===== src/rtl/core/jsu_pkg.sv =====
`timescale 1ns / 1ps
// ----------------------------------------------------------------------------
// JSON string unescape package
// Shared types, character codes and helpers for the string decoder.
// ----------------------------------------------------------------------------
package jsu_pkg;

  typedef enum logic [1:0] {
    MODE_IDLE = 2'd0,
    MODE_STR  = 2'd1,
    MODE_ESC  = 2'd2,
    MODE_HEX  = 2'd3
  } mode_t;

  typedef enum logic [2:0] {
    EV_NONE   = 3'd0,
    EV_END    = 3'd1,
    EV_NOTSTR = 3'd2,
    EV_BADHEX = 3'd3,
    EV_UNTERM = 3'd4
  } ev_t;

  localparam logic [7:0] CH_NUL    = 8'h00;
  localparam logic [7:0] CH_QUOTE  = 8'h22;
  localparam logic [7:0] CH_BSLASH = 8'h5C;
  localparam logic [7:0] CH_SLASH  = 8'h2F;
  localparam logic [7:0] CH_N      = 8'h6E;
  localparam logic [7:0] CH_R      = 8'h72;
  localparam logic [7:0] CH_T      = 8'h74;
  localparam logic [7:0] CH_B      = 8'h62;
  localparam logic [7:0] CH_F      = 8'h66;
  localparam logic [7:0] CH_U      = 8'h75;

  localparam logic [7:0] CTL_LF = 8'h0A;
  localparam logic [7:0] CTL_CR = 8'h0D;
  localparam logic [7:0] CTL_HT = 8'h09;
  localparam logic [7:0] CTL_BS = 8'h08;
  localparam logic [7:0] CTL_FF = 8'h0C;

  localparam logic [7:0] UTF8_LEAD2 = 8'hC0;
  localparam logic [7:0] UTF8_LEAD3 = 8'hE0;
  localparam logic [7:0] UTF8_CONT  = 8'h80;

  localparam int unsigned QUEUE_DEPTH = 2;

  // One decoded input: up to three results, either data bytes or one event.
  typedef struct packed {
    logic [1:0]      cnt;
    logic            has;
    ev_t             ev;
    logic [2:0][7:0] bytes;
  } jsu_entry_t;

  typedef struct packed {
    logic       valid;
    jsu_entry_t entry;
  } jsu_head_t;

  typedef struct packed {
    logic       is_hex;
    logic [3:0] value;
  } hex_digit_t;

  function automatic hex_digit_t hex_decode(input logic [7:0] c);
    hex_digit_t r;
    r.is_hex = 1'b1;
    r.value  = 4'd0;
    if (c >= 8'h30 && c <= 8'h39) begin
      r.value = c[3:0];
    end else if ((c >= 8'h61 && c <= 8'h66) || (c >= 8'h41 && c <= 8'h46)) begin
      r.value = c[3:0] + 4'd9;
    end else begin
      r.is_hex = 1'b0;
    end
    return r;
  endfunction

endpackage


===== src/rtl/core/jsu_front.sv =====
`timescale 1ns / 1ps
// ----------------------------------------------------------------------------
// JSON string unescape front end
// Tracks the string state per source byte and classifies each byte into a
// queue entry holding its results.
// ----------------------------------------------------------------------------
module jsu_front (
  input  logic               clk,
  input  logic               rst_n,
  input  logic               in_valid,
  output logic               in_stall,
  input  logic [7:0]         in_byte,
  input  logic               q_full,
  output logic               q_push,
  output jsu_pkg::jsu_entry_t q_entry
);
  import jsu_pkg::*;

  mode_t       mode_r, mode_nxt;
  logic [1:0]  hex_count_r, hex_count_nxt;
  logic [15:0] code_point_r, code_point_nxt;
  logic        accept;
  hex_digit_t  hd;
  logic [15:0] cp;

  assign in_stall = q_full;
  assign accept   = in_valid && !q_full;
  assign hd       = hex_decode(in_byte);
  assign cp       = {code_point_r[11:0], hd.value};

  always_comb begin
    mode_nxt       = mode_r;
    hex_count_nxt  = hex_count_r;
    code_point_nxt = code_point_r;
    case (mode_r)
      MODE_IDLE: begin
        if (in_byte == CH_QUOTE) mode_nxt = MODE_STR;
      end
      MODE_STR: begin
        if (in_byte == CH_QUOTE || in_byte == CH_NUL) begin
          mode_nxt = MODE_IDLE;
        end else if (in_byte == CH_BSLASH) begin
          mode_nxt = MODE_ESC;
        end
      end
      MODE_ESC: begin
        if (in_byte == CH_NUL) begin
          mode_nxt = MODE_IDLE;
        end else if (in_byte == CH_U) begin
          mode_nxt       = MODE_HEX;
          hex_count_nxt  = 2'd0;
          code_point_nxt = 16'd0;
        end else begin
          mode_nxt = MODE_STR;
        end
      end
      MODE_HEX: begin
        if (in_byte == CH_NUL || !hd.is_hex) begin
          mode_nxt       = MODE_IDLE;
          hex_count_nxt  = 2'd0;
          code_point_nxt = 16'd0;
        end else if (hex_count_r != 2'd3) begin
          hex_count_nxt  = hex_count_r + 2'd1;
          code_point_nxt = cp;
        end else begin
          mode_nxt       = MODE_STR;
          hex_count_nxt  = 2'd0;
          code_point_nxt = 16'd0;
        end
      end
      default: mode_nxt = MODE_IDLE;
    endcase
  end

  always_comb begin
    q_entry = '0;
    q_entry.ev = EV_NONE;
    case (mode_r)
      MODE_IDLE: begin
        if (in_byte != CH_QUOTE) begin
          q_entry.cnt = 2'd1;
          q_entry.ev  = EV_NOTSTR;
        end
      end
      MODE_STR: begin
        if (in_byte == CH_QUOTE) begin
          q_entry.cnt = 2'd1;
          q_entry.ev  = EV_END;
        end else if (in_byte == CH_NUL) begin
          q_entry.cnt = 2'd1;
          q_entry.ev  = EV_UNTERM;
        end else if (in_byte != CH_BSLASH) begin
          q_entry.cnt      = 2'd1;
          q_entry.has      = 1'b1;
          q_entry.bytes[0] = in_byte;
        end
      end
      MODE_ESC: begin
        q_entry.cnt = 2'd1;
        q_entry.has = 1'b1;
        case (in_byte)
          CH_NUL: begin
            q_entry.has = 1'b0;
            q_entry.ev  = EV_UNTERM;
          end
          CH_N:      q_entry.bytes[0] = CTL_LF;
          CH_R:      q_entry.bytes[0] = CTL_CR;
          CH_T:      q_entry.bytes[0] = CTL_HT;
          CH_B:      q_entry.bytes[0] = CTL_BS;
          CH_F:      q_entry.bytes[0] = CTL_FF;
          CH_QUOTE,
          CH_BSLASH,
          CH_SLASH:  q_entry.bytes[0] = in_byte;
          default: begin
            q_entry.cnt = 2'd0;
            q_entry.has = 1'b0;
          end
        endcase
      end
      MODE_HEX: begin
        if (in_byte == CH_NUL) begin
          q_entry.cnt = 2'd1;
          q_entry.ev  = EV_UNTERM;
        end else if (!hd.is_hex) begin
          q_entry.cnt = 2'd1;
          q_entry.ev  = EV_BADHEX;
        end else if (hex_count_r == 2'd3) begin
          q_entry.has = 1'b1;
          if (cp[15:7] == 9'd0) begin
            q_entry.cnt      = 2'd1;
            q_entry.bytes[0] = {1'b0, cp[6:0]};
          end else if (cp[15:11] == 5'd0) begin
            q_entry.cnt      = 2'd2;
            q_entry.bytes[0] = UTF8_LEAD2 | {3'd0, cp[10:6]};
            q_entry.bytes[1] = UTF8_CONT | {2'd0, cp[5:0]};
          end else begin
            q_entry.cnt      = 2'd3;
            q_entry.bytes[0] = UTF8_LEAD3 | {4'd0, cp[15:12]};
            q_entry.bytes[1] = UTF8_CONT | {2'd0, cp[11:6]};
            q_entry.bytes[2] = UTF8_CONT | {2'd0, cp[5:0]};
          end
        end
      end
      default: q_entry = '0;
    endcase
  end

  assign q_push = accept && (q_entry.cnt != 2'd0);

  always_ff @(posedge clk) begin
    if (!rst_n) begin
      mode_r       <= MODE_IDLE;
      hex_count_r  <= 2'd0;
      code_point_r <= 16'd0;
    end else if (accept) begin
      mode_r       <= mode_nxt;
      hex_count_r  <= hex_count_nxt;
      code_point_r <= code_point_nxt;
    end
  end

endmodule


===== src/rtl/core/jsu_queue.sv =====
`timescale 1ns / 1ps
// ----------------------------------------------------------------------------
// JSON string unescape queue
// Two-entry queue of decoded items between the front and back ends.
// ----------------------------------------------------------------------------
module jsu_queue (
  input  logic                clk,
  input  logic                rst_n,
  input  logic                push,
  input  jsu_pkg::jsu_entry_t push_entry,
  output logic                full,
  input  logic                pop,
  output jsu_pkg::jsu_head_t  head
);
  import jsu_pkg::*;

  localparam int unsigned PtrW = $clog2(QUEUE_DEPTH);
  localparam int unsigned CntW = $clog2(QUEUE_DEPTH + 1);

  jsu_entry_t          slots_r [QUEUE_DEPTH];
  logic [PtrW-1:0]     wr_ptr_r, rd_ptr_r;
  logic [CntW-1:0]     cnt_r, cnt_nxt;
  logic                do_pop;

  assign full       = (cnt_r == CntW'(QUEUE_DEPTH));
  assign head.valid = (cnt_r != '0);
  assign head.entry = slots_r[rd_ptr_r];
  assign do_pop     = pop && head.valid;

  always_comb begin
    cnt_nxt = cnt_r;
    if (push && !do_pop) cnt_nxt = cnt_r + 1'b1;
    else if (!push && do_pop) cnt_nxt = cnt_r - 1'b1;
  end

  always_ff @(posedge clk) begin
    if (push) slots_r[wr_ptr_r] <= push_entry;
  end

  always_ff @(posedge clk) begin
    if (!rst_n) begin
      wr_ptr_r <= '0;
      rd_ptr_r <= '0;
      cnt_r    <= '0;
    end else begin
      cnt_r <= cnt_nxt;
      if (push) begin
        wr_ptr_r <= (wr_ptr_r == PtrW'(QUEUE_DEPTH - 1)) ? '0 : wr_ptr_r + 1'b1;
      end
      if (do_pop) begin
        rd_ptr_r <= (rd_ptr_r == PtrW'(QUEUE_DEPTH - 1)) ? '0 : rd_ptr_r + 1'b1;
      end
    end
  end

endmodule


===== src/rtl/core/jsu_back.sv =====
`timescale 1ns / 1ps
// ----------------------------------------------------------------------------
// JSON string unescape back end
// Walks the results of the queue head into a registered output stage.
// ----------------------------------------------------------------------------
module jsu_back (
  input  logic               clk,
  input  logic               rst_n,
  input  jsu_pkg::jsu_head_t head,
  output logic               pop,
  output logic               out_valid,
  input  logic               out_stall,
  output logic [7:0]         out_byte,
  output logic               out_has_data,
  output logic [2:0]         out_event_res,
  output logic               out_last
);
  import jsu_pkg::*;

  logic       valid_r;
  logic [7:0] byte_r;
  logic       has_r;
  ev_t        ev_r;
  logic       last_r;
  logic [1:0] idx_r, idx_nxt;
  logic       load;
  logic       is_last;

  assign load    = !valid_r || !out_stall;
  assign is_last = (idx_r == head.entry.cnt - 2'd1);
  assign pop     = load && head.valid && is_last;
  assign idx_nxt = pop ? 2'd0 : idx_r + 2'd1;

  always_ff @(posedge clk) begin
    if (!rst_n) begin
      valid_r <= 1'b0;
      idx_r   <= 2'd0;
    end else if (load) begin
      valid_r <= head.valid;
      if (head.valid) idx_r <= idx_nxt;
    end
  end

  always_ff @(posedge clk) begin
    if (load && head.valid) begin
      byte_r <= head.entry.bytes[idx_r];
      has_r  <= head.entry.has;
      ev_r   <= head.entry.ev;
      last_r <= is_last;
    end
  end

  assign out_valid     = valid_r;
  assign out_byte      = byte_r;
  assign out_has_data  = has_r;
  assign out_event_res = ev_r;
  assign out_last      = last_r;

endmodule


===== src/rtl/core/json_string_unescape_utf8_top.sv =====
`timescale 1ns / 1ps
// ----------------------------------------------------------------------------
// JSON string unescape to UTF-8, top level
// Decodes a JSON quoted string one source byte per transaction. Each byte
// yields zero to three results: a decoded data byte, or one event (string
// end, not a string, bad hex digit, unterminated). A source byte is taken
// every cycle as long as each byte yields at most one result and the
// output does not stall. A \u escape that becomes two or three UTF-8
// bytes holds the single output register while those bytes go out one at
// a time. The two-entry queue between the parser and the output sequencer
// takes the next byte's transaction. If bytes that yield results follow
// without a gap, the input still stalls after a two-byte or three-byte
// result. Each result passes through a queue slot and then the output
// register. out_last marks the final result of a byte.
// ----------------------------------------------------------------------------
module json_string_unescape_utf8_top (
  input  logic       clk,
  input  logic       rst_n,
  input  logic       in_valid,
  output logic       in_stall,
  input  logic [7:0] in_byte,
  output logic       out_valid,
  input  logic       out_stall,
  output logic [7:0] out_byte,
  output logic       out_has_data,
  output logic [2:0] out_event_res,
  output logic       out_last
);
  import jsu_pkg::*;

  logic       q_full;
  logic       q_push;
  logic       q_pop;
  jsu_entry_t q_entry;
  jsu_head_t  q_head;

  jsu_front u_front (
    .clk      (clk),
    .rst_n    (rst_n),
    .in_valid (in_valid),
    .in_stall (in_stall),
    .in_byte  (in_byte),
    .q_full   (q_full),
    .q_push   (q_push),
    .q_entry  (q_entry)
  );

  jsu_queue u_queue (
    .clk        (clk),
    .rst_n      (rst_n),
    .push       (q_push),
    .push_entry (q_entry),
    .full       (q_full),
    .pop        (q_pop),
    .head       (q_head)
  );

  jsu_back u_back (
    .clk           (clk),
    .rst_n         (rst_n),
    .head          (q_head),
    .pop           (q_pop),
    .out_valid     (out_valid),
    .out_stall     (out_stall),
    .out_byte      (out_byte),
    .out_has_data  (out_has_data),
    .out_event_res (out_event_res),
    .out_last      (out_last)
  );

endmodule


===== config.mk =====
export PLATFORM = sky130hd
export DESIGN_NAME = json_string_unescape_utf8_top
export DESIGN_NICKNAME = d
export VERILOG_FILES = /design/src/rtl/core/jsu_pkg.sv /design/src/rtl/core/jsu_front.sv /design/src/rtl/core/jsu_queue.sv /design/src/rtl/core/jsu_back.sv /design/src/rtl/core/json_string_unescape_utf8_top.sv
export SDC_FILE = /design/constraint.sdc
export NUM_CORES = 1
export LEC_CHECK = 0
export ABC_AREA = 1
export BUFFER_PORTS_ARGS = -buffer_cell sky130_fd_sc_hd__clkbuf_2
export CELL_PAD_IN_SITES_DETAIL_PLACEMENT = 1
export CELL_PAD_IN_SITES_GLOBAL_PLACEMENT = 2
export CORE_MARGIN = 4
export CORE_UTILIZATION = 40
export DETAILED_ROUTE_END_ITERATION = 7
export PLACE_DENSITY_LB_ADDON = 0.1
export SLEW_MARGIN = 20
export SYNTH_ARGS = -nofsm -noshare
export SYNTH_HDL_FRONTEND = slang
export SYNTH_HIERARCHICAL = 1
export SYNTH_SLANG_ARGS = --single-unit

===== constraint.sdc =====
create_clock -name clk -period 4 [get_ports clk]
set_clock_uncertainty 0.2 [all_clocks]
set_input_delay 0.2 -clock clk [delete_from_list [all_inputs] [get_ports clk]]
set_output_delay 0.2 -clock clk [all_outputs]
set_load 0.005 [all_outputs]

==> key figures <==
Clocking
  – Clock-pin transition on the worst setup and hold timing paths: 70 ps
  – Worst skew pair latency: 350 ps
  – Hold_buf cts: 1
  – Number of CTS-inserted buffers: 9
  – Clock Path Buffers: 2
  – CTS tree: built
  – H-Tree Depth: 3
  – Root Buffer: clkbuf_16
  – PostCTS Resize Cnt: 0
  – Sink Count: 97
  – Postcts setup bufs: 0

Timing
  – Final setup viols: 0
  – Final Hold Fails: 0
  – Slew Limit Fails: 0
  – RSZ-0062 raised after global routing: false
  – Shortest period the worst path allows: 2848 ps
  – Worst rel slew slack: 0.4181
  – Setup_tns: 0 ps
  – Least-Margin Pin Slew: 863.7 ps
  – Final period util: 0.7120
  – Setup WS post-layout: 1152 ps
  – Peak Freq: 0.3511 GHz

Finish
  – Area growth from synthesis to layout: 11.13%
  – Fin util: 0.4559
  – Layout cells sized above 1: 0.2004
  – Nets: 537
  – Ant diodes: 0

Global routing
  – Vias in the first global route: 3643
  – GR Util All Layers: 0.1769
  – Initial antenna violation count: 0
  – Gr ovfl total: 0
  – Largest net degree at the start of global routing: 31
  – Global-route wire length before repair: 19370 um

Floorplanning
  – Row cnt: 40
  – Die Ht: 119.2 um
  – Die area: 14210 um^2
  – Core ar.: 12060 um^2
  – I/O Pins: 27
  – Initial Utilization: 0.4103
  – Die X-Extent: 119.2 um

Synth
  – Synth top area share: 0.4430
  – Warnings from Yosys: 6
  – Synth Flop Type: edfxtp_1
  – Sequential area share after synthesis: 0.5401
  – Asr flop ratio synth: 0
  – Synth top area cells: edfxtp_1 (44%), dfxtp_1 (9.7%), mux2_4 (9.1%)
  – Post-synth EDFFs: 73
  – Synth Cell Area: 4948 um^2
  – Largest area contributor in the netlist: edfxtp_1
  – Avg Inst Size Synth: 10.08 um^2
  – Number of synthesized register bits: 97
  – Yosys cell types: 36
  – Mapped Cells: 491

Critical path
  – Critical path endpoint: u_queue/slots_r[1][26]
  – Crit path cell chain: inv_1 > nor2_1 > inv_1 > o21ai_0 > inv_1 > nand4_1 > nor2_1 > nor2_1 > nand2_1 > inv_1 > buf_4
  – Startpoint types: flop
  – Levels on crit path: 11
  – Reg2reg path depth: 11
  – Crit path max-delay family: simple AND/OR/NAND/NOR gates
  – Worst R2R End: u_queue/slots_r[1][26]
  – Arrival @ worst endpoint: 2650 ps
  – Worst setup EP type: flop
  – Crit path largest cell delay: 460 ps
  – Critical path's most frequent cell: inv_1
  – Critical-path top delay cell: dfxtp_1
  – WS Path Type: reg2reg
  – Critical path origin: u_front/mode_r[1]
  – Critical-path maximum fanout: 30
  – CP Buf/Inv Count: 5
  – WP data required: 3800 ps
  – Reg-to-reg setup timing slack: 1150 ps
  – FF-to-FF Start: u_front/mode_r[1]

Pwr
  – LEAKAGE: 2.235 nW
  – Pwr dens: 570.1 nW/um^2
  – Max rail drop VDD: 0.2826 mV
  – Total power: 0.003135 W

Drt
  – DRC: 0
  – Vias: 3490
  – Remaining antenna violation count: 0
  – Drt total wl: 12000 um
  – Iter 0 DRT Violations: 194
  – Drt via density: 5.043
  – Post-DR wirelength/cell: 17.34 um
  – Detailed Routing Iterations Pass 1: 4

Worst hold path
  – HP Start: rst_n
  – Worst hold path stage count: 3
  – Worst min-delay path class: in2reg

Placement
  – Post-Place Worst Slack: 971.1 ps
  – Hpwl dp: 8744 um
  – Placer Congestion: 0.8916
  – IO Port Bufs: 26

Run status
  – Status: completed

Run
  – MaxCap Viol Count: 0
[state kept, by name, indices dropped and copies added, names as in the netlist, named ones only]
name / count
u_front/hex_count_r: 2
u_queue/rd_ptr_r: 1
u_back/out_last: 1
u_front/code_point_r: 12
u_back/idx_r: 2
u_back/out_event_res: 3
u_back/out_has_data: 1
u_queue/slots_r: 60
u_back/out_valid: 1
u_front/mode_r: 2
u_queue/cnt_r: 2
u_back/out_byte: 8
u_queue/wr_ptr_r: 1
[worst register-to-register path: cells and delay by family, from the launching register on]
kind | cells | cell delay, ps
AOI/OAI and AO/OA | 1 | 170
buffers and inverters | 5 | 730
DFF | 1 | 460
and+or+nand+nor | 5 | 920
[where the power goes]
| part | total, W | internal [W] | switching (W) | leakage [nW] |
|---|---|---|---|---|
| Combinational | 0.000840 | 0.000356 | 0.000484 | 1.20 |
| Sequential | 0.00143 | 0.00135 | 0.0000757 | 0.888 |
| Clock | 0.000866 | 0.000487 | 0.000378 | 0.147 |
| Total | 0.00314 | 0.00220 | 0.000938 | 2.23 |
[final cells by class]
class,count,area (um^2)
Clock buffer,10,229.0
Multi-Input combinational cell,324,1934
Tap cell,168,210.2
Clock inverter,6,66.31
Fill cell,1382,6563
Inverter,56,215.2
Timing Repair Buffer,31,170.2
Sequential cell,97,2674
[routing by layer]
metal | up-vias | part of all wire | GRT usage
met5 | - | 0 | 0
met4 | 0 | 0.012 | 0.06083
met2 | 42 | 0.49 | 0.2964
met3 | 12 | 0.024 | 0.02802
met1 | 1721 | 0.47 | 0.2328
li1 | 1715 | - | -
[through the flow]
stage	instances	cell area (um^2)	hold slack, ps
6_report	692	5499	25.02
5_1_grt	692	5499	56.72
4_1_cts	692	5499	29.40
3_5_place_dp	675	5194	278.9
3_3_place_gp	675	5194	256.2
2_1_floorplan	492	4952	120.5
[synthesized netlist by cell type (2+ instances only)]
master,count
nand2_1,88
o21ai_1,12
inv_1,52
nor2_2,2
ha_1,6
a21oi_1,20
nand3_4,2
nand3_1,33
nand2_2,6
o21ai_0,22
buf_6,7
nand2_4,6
nand3_2,2
inv_2,3
o22ai_1,9
nor2_4,3
edfxtp_1,73
nand4_1,6
mux2_4,30
buf_4,6
dfxtp_1,24
nor2_1,65
[cell families (layout without fill, tap and decap cells)]
family	count (synthesis)	count (layout)	synth area share
simple gates	217	217	0.2076
flops	97	97	0.5401
buf+inv	71	103	0.07029
compound gates	69	69	0.07510
mux	30	30	0.09102
fa+ha+maj	6	6	0.01517
other cells	1	2	0.0007578
[cell usage in the layout, fill, tap and decap left out, types with 2 or more instances in the layout]
master / instances
a21oi_1: 20
buf_4: 4
clkbuf_16: 9
clkbuf_2: 26
clkinv_2: 2
clkinv_4: 2
conb_1: 2
dfxtp_1: 23
edfxtp_1: 73
ha_1: 6
inv_1: 52
inv_2: 3
inv_6: 2
mux2_4: 30
nand2_1: 88
nand2_2: 6
nand2_4: 6
nand3_1: 33
nand3_2: 2
nand3_4: 2
nand4_1: 6
nor2_1: 64
nor2_2: 3
nor2_4: 3
o21ai_0: 22
o21ai_1: 12
o22ai_1: 9
[how the worst min path moves through the flow]
stage	to	slack, ps
2_1_floorplan	u_front/mode_r[0]	120
3_3_place_gp	u_front/hex_count_r[1]	260
3_5_place_dp	u_front/hex_count_r[1]	280
4_1_cts	u_queue/cnt_r[1]	30
5_1_grt	u_queue/cnt_r[1]	60
6_report	u_queue/cnt_r[1]	30
Note: power is estimated with default switching activity, not from simulation.
